**config.mk**
```make
export PLATFORM = sky130hd
export DESIGN_NAME = process_priority_decay
export DESIGN_NICKNAME = d
export VERILOG_FILES = /design/src/hw/rtl/ppd_pkg.sv /design/src/hw/rtl/process_priority_decay.sv
export SDC_FILE = /design/constraint.sdc
export NUM_CORES = 2
export LEC_CHECK = 0
export BUFFER_PORTS_ARGS = -buffer_cell sky130_fd_sc_hd__clkbuf_2
export CAP_MARGIN = 20
export CORE_MARGIN = 2
export CORE_UTILIZATION = 25
export DETAILED_ROUTE_END_ITERATION = 8
export PLACE_DENSITY = 0.35
export SLEW_MARGIN = 20
export SYNTH_ARGS = -nofsm -noshare
export SYNTH_HDL_FRONTEND = slang
export SYNTH_SLANG_ARGS = --single-unit
export TNS_END_PERCENT = 20
```
**constraint.sdc**
```tcl
create_clock -name aclk -period 66.7 [get_ports aclk]
set_input_delay 6.67 -clock aclk [delete_from_list [all_inputs] [get_ports aclk]]
set_output_delay 6.67 -clock aclk [all_outputs]
set_load 0.05 [all_outputs]
```
**src/hw/rtl/ppd_pkg.sv**
```systemverilog
`default_nettype none
// ----------------------------------------------------------------------------
// ppd_pkg: shared types and helpers of the process priority decay block
// Record carried down the pipeline, register map and the arithmetic helpers
// for cpu usage decay and user priority recompute.
// ----------------------------------------------------------------------------
package ppd_pkg;

    // saturation limits
    localparam logic [6:0] TIME_SAT = 7'd127;

    // usage decay by 8/10 reaches zero from 255 in this many steps
    localparam int DECAY_STAGES = 21;
    localparam int CNT_W        = $clog2(DECAY_STAGES + 1);

    // register map, index taken from paddr[2]
    localparam logic REG_USER_PRI_BASE = 1'b0;
    localparam logic [6:0] USER_PRI_BASE_RST = 7'd50;

    // command codes
    localparam logic CMD_TICK   = 1'b0;
    localparam logic CMD_WAKEUP = 1'b1;

    typedef struct packed {
        logic             wake;
        logic [7:0]       cpu;
        logic [5:0]       nice;
        logic [6:0]       pri;
        logic [6:0]       run_time;
        logic [6:0]       sleep_time;
        logic [15:0]      timer_count;
        logic             alarm;
        logic [6:0]       run_pri;
        logic [CNT_W-1:0] cnt;
        logic             recompute;
        logic             resched_en;
    } ppd_rec_t;

    // floor(c * 8 / 10) as c * 820 >> 10, exact over 0..255
    function automatic logic [7:0] cpu_decay(input logic [7:0] c);
        logic [17:0] p;
        p = 18'(c) * 18'd820;
        return p[17:10];
    endfunction

    // cpu / 16 + base + nice, clamped to 0..127
    function automatic logic [6:0] user_pri(input logic [7:0] c, input logic [5:0] n,
                                            input logic [6:0] b);
        logic signed [8:0] s;
        s = $signed({5'b0, c[7:4]}) + $signed({2'b0, b}) + $signed({{3{n[5]}}, n});
        if (s[8]) begin
            return 7'd0;
        end else if (s[7]) begin
            return 7'd127;
        end else begin
            return s[6:0];
        end
    endfunction

endpackage
`default_nettype wire

```
**src/hw/rtl/process_priority_decay.sv**
```systemverilog
`default_nettype none
// ----------------------------------------------------------------------------
// process_priority_decay: scheduler field update for one process record
// Once-a-second tick and wakeup recompute of cpu usage, user priority,
// run/sleep time and the real-time alarm count.
// ----------------------------------------------------------------------------
// A request enters on the s_ channel whenever s_tready is high, and its
// result leaves on the m_ channel once it has passed every stage. The
// pipeline takes a new request every cycle: one input stage does the tick
// arithmetic and sizes the wakeup decay, then a chain of 21 decay stages
// applies at most one cpu*8/10 step each (21 steps take any usage to zero),
// one stage recomputes the user priority and the output register settles
// the reschedule flag. While a result waits on a low m_tready the whole
// pipeline holds. The user priority base sits at APB byte address 0 and
// resets to 50; change it only while the pipeline is empty.
// ----------------------------------------------------------------------------
module process_priority_decay
    import ppd_pkg::*;
(
    input  wire logic        aclk,
    input  wire logic        aresetn,

    // request channel
    input  wire logic        s_tvalid,
    output logic             s_tready,
    // cpu_usage[7:0], nice_value[13:8], current_process_priority[20:14],
    // run_time[27:21], sleep_time[34:28], is_sleeping[35],
    // timer_count[51:36], timer_reload[67:52], running_priority[74:68]
    input  wire logic [79:0] s_tdata,
    // command[0]
    input  wire logic [0:0]  s_tuser,

    // result channel
    output logic             m_tvalid,
    input  wire logic        m_tready,
    // new_cpu_usage[7:0], new_priority[14:8], new_run_time[21:15],
    // new_sleep_time[28:22], new_timer_count[44:29], alarm_fired[45],
    // reschedule[46]
    output logic [47:0]      m_tdata,

    // configuration
    input  wire logic        psel,
    input  wire logic        penable,
    input  wire logic        pwrite,
    input  wire logic [2:0]  paddr,
    input  wire logic [31:0] pwdata,
    output logic [31:0]      prdata,
    output logic             pready
);

    // ------------------------------------------------------------------
    // configuration register
    // ------------------------------------------------------------------
    logic [6:0] base_reg;
    logic       cfg_wr;

    assign pready = 1'b1;
    assign cfg_wr = psel && penable && pwrite && pready && (paddr[2] == REG_USER_PRI_BASE);
    assign prdata = (paddr[2] == REG_USER_PRI_BASE) ? {25'b0, base_reg} : 32'b0;

    always_ff @(posedge aclk) begin
        if (!aresetn) begin
            base_reg <= USER_PRI_BASE_RST;
        end else if (cfg_wr) begin
            base_reg <= pwdata[6:0];
        end
    end

    // ------------------------------------------------------------------
    // pipeline control: every stage moves together unless the output stalls
    // ------------------------------------------------------------------
    logic adv;
    logic m_valid_reg;

    assign adv      = !m_valid_reg || m_tready;
    assign s_tready = adv;

    // ------------------------------------------------------------------
    // input stage: tick arithmetic and wakeup decay count
    // ------------------------------------------------------------------
    logic        in_cmd;
    logic [7:0]  in_cpu;
    logic [5:0]  in_nice;
    logic [6:0]  in_pri;
    logic [6:0]  in_rt;
    logic [6:0]  in_st;
    logic        in_sleeping;
    logic [15:0] in_tc;
    logic [15:0] in_tr;
    logic [6:0]  in_run_pri;

    assign in_cmd      = s_tuser[0];
    assign in_cpu      = s_tdata[7:0];
    assign in_nice     = s_tdata[13:8];
    assign in_pri      = s_tdata[20:14];
    assign in_rt       = s_tdata[27:21];
    assign in_st       = s_tdata[34:28];
    assign in_sleeping = s_tdata[35];
    assign in_tc       = s_tdata[51:36];
    assign in_tr       = s_tdata[67:52];
    assign in_run_pri  = s_tdata[74:68];

    ppd_rec_t          s1_next;
    ppd_rec_t          s1_rec_reg;
    logic              s1_vld_reg;
    logic [6:0]        st_tick;
    logic [6:0]        st_less2;
    logic [15:0]       tc_dec;
    logic signed [9:0] tick_sum;

    always_comb begin
        st_tick  = (in_sleeping && (in_st != TIME_SAT)) ? in_st + 7'd1 : in_st;
        st_less2 = in_st - 7'd2;
        tc_dec   = in_tc - 16'd1;
        tick_sum = $signed({2'b0, cpu_decay(in_cpu)}) + $signed({{4{in_nice[5]}}, in_nice});

        s1_next             = '0;
        s1_next.wake        = (in_cmd == CMD_WAKEUP);
        s1_next.cpu         = in_cpu;
        s1_next.nice        = in_nice;
        s1_next.pri         = in_pri;
        s1_next.run_time    = in_rt;
        s1_next.sleep_time  = 7'd0;
        s1_next.timer_count = in_tc;
        s1_next.alarm       = 1'b0;
        s1_next.run_pri     = in_run_pri;
        s1_next.cnt         = '0;
        s1_next.recompute   = 1'b0;
        s1_next.resched_en  = 1'b0;

        case (in_cmd)
            CMD_TICK: begin
                s1_next.run_time   = (in_rt != TIME_SAT) ? in_rt + 7'd1 : in_rt;
                s1_next.sleep_time = st_tick;
                if (in_tc != 16'd0) begin
                    if (tc_dec == 16'd0) begin
                        s1_next.alarm       = 1'b1;
                        s1_next.timer_count = in_tr;
                    end else begin
                        s1_next.timer_count = tc_dec;
                    end
                end
                // one decay now if the new sleep time is at most one, none in the chain
                if (st_tick <= 7'd1) begin
                    if (tick_sum[9]) begin
                        s1_next.cpu = 8'd0;
                    end else if (tick_sum[8]) begin
                        s1_next.cpu = 8'd255;
                    end else begin
                        s1_next.cpu = tick_sum[7:0];
                    end
                    s1_next.recompute  = (in_pri >= base_reg);
                    s1_next.resched_en = (in_pri >= base_reg);
                end
            end
            CMD_WAKEUP: begin
                // one decay per second slept beyond the first two, capped at the chain length
                if (in_st > 7'd1) begin
                    s1_next.recompute = 1'b1;
                    s1_next.cnt = (st_less2 > 7'(DECAY_STAGES)) ? CNT_W'(DECAY_STAGES)
                                                                 : st_less2[CNT_W-1:0];
                end
                s1_next.resched_en = 1'b1;
            end
            default: begin
                s1_next.resched_en = 1'b0;
            end
        endcase
    end

    // ------------------------------------------------------------------
    // decay chain: each stage applies one decay while its count is nonzero
    // ------------------------------------------------------------------
    ppd_rec_t dec_next    [DECAY_STAGES];
    ppd_rec_t dec_rec_reg [DECAY_STAGES];
    logic     dec_vld_reg [DECAY_STAGES];

    always_comb begin
        for (int k = 0; k < DECAY_STAGES; k++) begin
            dec_next[k] = (k == 0) ? s1_rec_reg : dec_rec_reg[(k == 0) ? 0 : k - 1];
            if (dec_next[k].cnt != '0) begin
                dec_next[k].cpu = cpu_decay(dec_next[k].cpu);
                dec_next[k].cnt = dec_next[k].cnt - CNT_W'(1);
            end
        end
    end

    // ------------------------------------------------------------------
    // priority stage
    // ------------------------------------------------------------------
    ppd_rec_t pr_next;
    ppd_rec_t pr_rec_reg;
    logic     pr_vld_reg;

    always_comb begin
        pr_next = dec_rec_reg[DECAY_STAGES-1];
        if (pr_next.recompute) begin
            pr_next.pri = user_pri(pr_next.cpu, pr_next.nice, base_reg);
        end
    end

    // ------------------------------------------------------------------
    // output stage
    // ------------------------------------------------------------------
    ppd_rec_t out_rec_reg;
    logic     out_resched_reg;
    logic     out_resched_next;

    assign out_resched_next = pr_rec_reg.resched_en && (pr_rec_reg.pri < pr_rec_reg.run_pri);

    // valid bits
    always_ff @(posedge aclk) begin
        if (!aresetn) begin
            s1_vld_reg  <= 1'b0;
            pr_vld_reg  <= 1'b0;
            m_valid_reg <= 1'b0;
            for (int k = 0; k < DECAY_STAGES; k++) begin
                dec_vld_reg[k] <= 1'b0;
            end
        end else if (adv) begin
            s1_vld_reg     <= s_tvalid;
            dec_vld_reg[0] <= s1_vld_reg;
            for (int k = 1; k < DECAY_STAGES; k++) begin
                dec_vld_reg[k] <= dec_vld_reg[k-1];
            end
            pr_vld_reg  <= dec_vld_reg[DECAY_STAGES-1];
            m_valid_reg <= pr_vld_reg;
        end
    end

    // payload
    always_ff @(posedge aclk) begin
        if (adv) begin
            s1_rec_reg <= s1_next;
            for (int k = 0; k < DECAY_STAGES; k++) begin
                dec_rec_reg[k] <= dec_next[k];
            end
            pr_rec_reg      <= pr_next;
            out_rec_reg     <= pr_rec_reg;
            out_resched_reg <= out_resched_next;
        end
    end

    assign m_tvalid = m_valid_reg;
    assign m_tdata  = {1'b0,
                       out_resched_reg,
                       out_rec_reg.alarm,
                       out_rec_reg.timer_count,
                       out_rec_reg.sleep_time,
                       out_rec_reg.run_time,
                       out_rec_reg.pri,
                       out_rec_reg.cpu};

    // ------------------------------------------------------------------
    // assertions
    // ------------------------------------------------------------------
    // wakeup decay count never exceeds the chain length
    a_cnt_bound: assert property (@(posedge aclk) disable iff (!aresetn)
        s1_vld_reg |-> (s1_rec_reg.cnt <= CNT_W'(DECAY_STAGES)))
        else $error("decay count exceeds chain length");

    // every decay has been applied by the end of the chain
    a_cnt_done: assert property (@(posedge aclk) disable iff (!aresetn)
        pr_vld_reg |-> (pr_rec_reg.cnt == '0))
        else $error("decay count left at end of chain");

    // a wakeup clears sleep time and never fires the alarm
    a_wake_fields: assert property (@(posedge aclk) disable iff (!aresetn)
        (m_valid_reg && out_rec_reg.wake) |->
            (out_rec_reg.sleep_time == 7'd0 && !out_rec_reg.alarm))
        else $error("wakeup result has sleep time or alarm set");

    // reschedule only for a priority better than the running one
    a_resched: assert property (@(posedge aclk) disable iff (!aresetn)
        (m_valid_reg && out_resched_reg) |-> (out_rec_reg.pri < out_rec_reg.run_pri))
        else $error("reschedule without better priority");

    // a stalled pipeline keeps its occupancy
    a_stall_hold: assert property (@(posedge aclk) disable iff (!aresetn)
        !adv |=> ($stable(s1_vld_reg) && $stable(pr_vld_reg)
                  && $stable(dec_vld_reg[DECAY_STAGES-1])))
        else $error("pipeline moved during stall");

endmodule
`default_nettype wire
```
# Word level (Yosys, flattened, before mapping)
# Memories as Yosys holds them, arrays and structs flattened. A register that Yosys moved wholly into a read port is not among the register bits.
# Cells that the tools add are included.
dict set report totals {
  ramBits 1428
  output_inout_bits 83
  input_bits 123
  n_memories 2
  word_cells 235
  regBits 177
}
dict set report classes {
  n_mul 22
  order_cmp 5
  n_mux 86
  n_reduce_logical 34
  addsub 28
  n_eq_ne 2
  bitwise 25
}
# name words word_bits rd rd_ports_with_merged_regs wr line_no
set memory_table {}
lappend memory_table {dec_rec_reg 21 67 21 0 21 process_priority_decay.sv:175} ;# ppd_rec_t dec_rec_reg [DECAY_STAGES];
lappend memory_table {dec_vld_reg 21 1 21 1 21 process_priority_decay.sv:176} ;# logic dec_vld_reg [DECAY_STAGES];
# cell n
set ops {}
lappend ops {{multiplier 8 x 8 -> 16 bit (second input constant)} 22}
lappend ops {{2-to-1 mux 8 bit} 25}
lappend ops {{2-to-1 mux 5 bit} 22}
lappend ops {{nonzero test 5 bit} 21}
lappend ops {{subtractor 5 x 1 -> 5 bit (second input constant)} 21}
lappend ops {{2-to-1 mux 7 bit} 6}
lappend ops {{2-to-1 mux 31 bit} 1}
lappend ops {{2-to-1 mux 1 bit} 28}
lappend ops {{bitwise OR 1 bit} 21}
lappend ops {{2-to-1 mux 17 bit} 1}
lappend ops {{zero test 16 bit} 1}
lappend ops {{2-to-1 mux 16 bit} 1}
lappend ops {{nonzero test 16 bit} 1}
lappend ops {{subtractor 16 x 1 -> 16 bit (second input constant)} 1}
lappend ops {{adder 7 x 1 -> 7 bit (second input constant)} 2}
lappend ops {{!= test 7 bit (second input constant)} 2}
lappend ops {{adder 9 x 6 -> 10 bit} 1}
lappend ops {{adder 9 x 6 -> 9 bit} 1}
lappend ops {{adder 4 x 7 -> 8 bit} 1}
lappend ops {{>= comparator 7 bit} 1}
lappend ops {{greater-than comparator 7 x 1 -> 1 bit (second input constant)} 1}
lappend ops {{greater-than comparator 7 x 5 -> 1 bit (second input constant)} 1}
lappend ops {{less-or-equal comparator 7 x 1 -> 1 bit (second input constant)} 1}
lappend ops {{less-than comparator 7 bit} 1}
lappend ops {{other kinds (10)} 18}

# Longest topological paths before layout
dict set report depth {
  ltp_word 6
  mapped_depth 22
  mapped_depth_nobuf 22
}

# Least setup slack after synthesis
# Ideal clock, no wire load.
dict set report synth_path {
  path_type {input -> output}
  start {in m_tready}
  end {out s_tready}
  cell_stages 3
  required_ns 60.030
  arrival_ns 49.089
  path_buffers 1
  setup_slack_ns 10.941
  path_cell_list {nor2b_1 > inv_1 > clkbuf_1}
}
dict set report synth_between {
  elab_chain_len 1
}
# item line_no
set synth_lines {}
lappend synth_lines {{start: declaration} process_priority_decay.sv:35} ;# input wire logic m_tready,
lappend synth_lines {{logical OR 1 bit} process_priority_decay.sv:75} ;# assign adv = !m_valid_reg || m_tready;
lappend synth_lines {{end: declaration} process_priority_decay.sv:25} ;# output logic s_tready,
# No other way between the ends.

# Worst setup path in the final report
# Same ends and word-level chain as after synthesis.

==> flow_metrics.env <==
export IMPL_cp_common_cell="clkbuf_2"
export IMPL_yosysUniqueCellTypes=73
export IMPL_hp_class="reg2reg"
export IMPL_wire_per_inst_um=14.0
export IMPL_crit_slowest_cell="clkbuf_2"
export IMPL_period_minus_slack_ps=14440
export IMPL_dieArea_um2=319000
export IMPL_grt_max_degree=170
export IMPL_yosysSeqAreaShare=0.601
export IMPL_avgSynthCellArea_um2=14.3
export IMPL_cts_inserted_buffers=191
export IMPL_rsz0062_at_grt="false"
export IMPL_cpLargestDelayFamily="buffers and inverters"
export IMPL_synthesis_area_um2=78500
export IMPL_htreeDepth=4
export IMPL_critPathRequiredTime_ps=60030
export IMPL_die_w_um=564
export IMPL_clock_fmax_mhz=69.3
export IMPL_status="completed"
export IMPL_hold_viol_final=0
export IMPL_numPortBuffers=146
export IMPL_synth_common_cells="1552 x edfxtp_1, 1001 x ha_1, 852 x inv_1"
export IMPL_yosysMostFrequentCell="edfxtp_1"
export IMPL_clk_latency_ps=850
export IMPL_initial_core_util=0.251
export IMPL_ant_nets=0
export IMPL_maxCapViolCount=0
export IMPL_synth_edf_count=1552
export IMPL_grt_pass1_vias=42100
export IMPL_arrival_ps=7770
export IMPL_grt_pass1_wl_mm=230
export IMPL_yosys_warnings=0
export IMPL_path_class="in2out"
export IMPL_rows=205
export IMPL_r2r_start="m_tvalid"
export IMPL_syn_inst=5497
export IMPL_hold_start="dec_rec_reg[1][163]"
export IMPL_ios=206
export IMPL_placed_area_um2=84400
export IMPL_path_buf_inv=4
export IMPL_ys_ff_latch=1579
export IMPL_hpwl_mm=99.4
export IMPL_drt_first_iter_violations=1749
export IMPL_start_kind="input port"
export IMPL_die_height_um=564
export IMPL_routed_wirelength_mm=141
export IMPL_clock_skew_ps=89.3
export IMPL_async_reset_ff_frac=0
export IMPL_largest_reg_flops=1381
export IMPL_drt_pass1_iterations=5
export IMPL_post_route_util=0.289
export IMPL_area_growth_pct=14.9
export IMPL_cts_root_buf="clkbuf_16"
export IMPL_design_area_um2=90200
export IMPL_cts_resized=0
export IMPL_maxSlewViolCount=0
export IMPL_drive_gt1_frac=0.0775
export IMPL_gr_total_overflow=0
export IMPL_routabilityCongestion=0.749
export IMPL_antenna_found_initial=13
export IMPL_cts_tree="done"
export IMPL_cp_max_fo=27
export IMPL_cts_hold_buf=0
export IMPL_finalNetCount=7183
export IMPL_synth_top_cell_by_area="edfxtp_1"
export IMPL_grt_util_all_layers=0.0894
export IMPL_vias=40200
export IMPL_synth_flop_cell="edfxtp_1"
export IMPL_end_kind="output port"
export IMPL_remaining_drc_errors=0
export IMPL_setup_tns_ps=0
export IMPL_max_slew_worst_pin_slew_ps=1030
export IMPL_yosysTopAreaCellShare=0.594
export IMPL_viasPerCell=3.98
export IMPL_setup_worst_path_start="m_tready"
export IMPL_post_cts_setup_buffers=0
export IMPL_path_clk_slew_ps=50
export IMPL_ys_top_cells_by_area="edfxtp_1 59%, ha_1 16%, fa_1 6.2%"
export IMPL_core_area_um2=312000
export IMPL_whs_ps=374
export IMPL_crit_path_max_incr_delay_ps=440
export IMPL_clock_sinks=1579
export IMPL_slew_headroom=0.316
export IMPL_final_setup_viol_count=0
export IMPL_cts_buffer_depth=4
export IMPL_period_share=0.216
export IMPL_path_cells="clkbuf_2, nor2b_1, buf_4, inv_8, clkbuf_2"
-- cell usage in the layout (no fill, tap or decap), drive strengths merged, types with 46 or more instances in the layout --
cell    instances
edfxtp       1552
ha           1001
inv           859
clkbuf        383
nor2          258
fa            244
a21oi         192
nand2         190
o21ai         141
xnor2         128
xor2          113
nor3          107
clkinv         78
nand2b         50
or3            50
nand3          46
-- per-layer routing --
metal | vias to the layer above | share of wire | GRT usage
li1 | 20200 | - | -
met2 | 433 | 0.46 | 0.145
met1 | 19300 | 0.48 | 0.122
met4 | 0 | 0.026 | 0.0262
met5 | - | 0 | 0
met3 | 222 | 0.036 | 0.0162
-- metrics by stage --
stage | instances | setup slack [ps]
global route | 10100 | 52170
floorplan | 5522 | 10940
global placement | 9761 | 52230
finish | 10100 | 52260
detailed placement | 9762 | 52230
CTS | 10100 | 52230
-- area by class of cell --
cell class,instances,area [µm²]
Inverter,853,3210
Fill cell,31500,222000
Clock buffer,237,4990
Timing Repair Buffer,185,1050
Tap cell,4140,5180
Antenna cell,3,7.51
Sequential cell,1579,47100
Clock inverter,101,816
Multi-Input combinational cell,3005,27800
-- kinds of logic after synthesis --
group           Yosys count  share of synthesized area
compound gates          630                     0.0502
xor+xnor                241                     0.0269
fa+ha+maj              1245                      0.222
buf+inv                 938                     0.0465
flops                  1579                      0.601
mux                      13                    0.00167
other cells               2                  0.0000957
simple gates            849                     0.0523
-- worst paths after layout --
kind / endpoint / slack, ps / cells past startpoint
worst min-delay path: dec_rec_reg[1][230] / 370 / 0
worst max-delay path: s_tready / 52260 / 5
worst min register to register: dec_rec_reg[1][230] / 370 / 0
worst max register to register: dec_rec_reg[0][127] / 60530 / 9
Power is not shown: default switching activity piles up to over one toggle a cycle in this logic, so the estimate is an artifact.
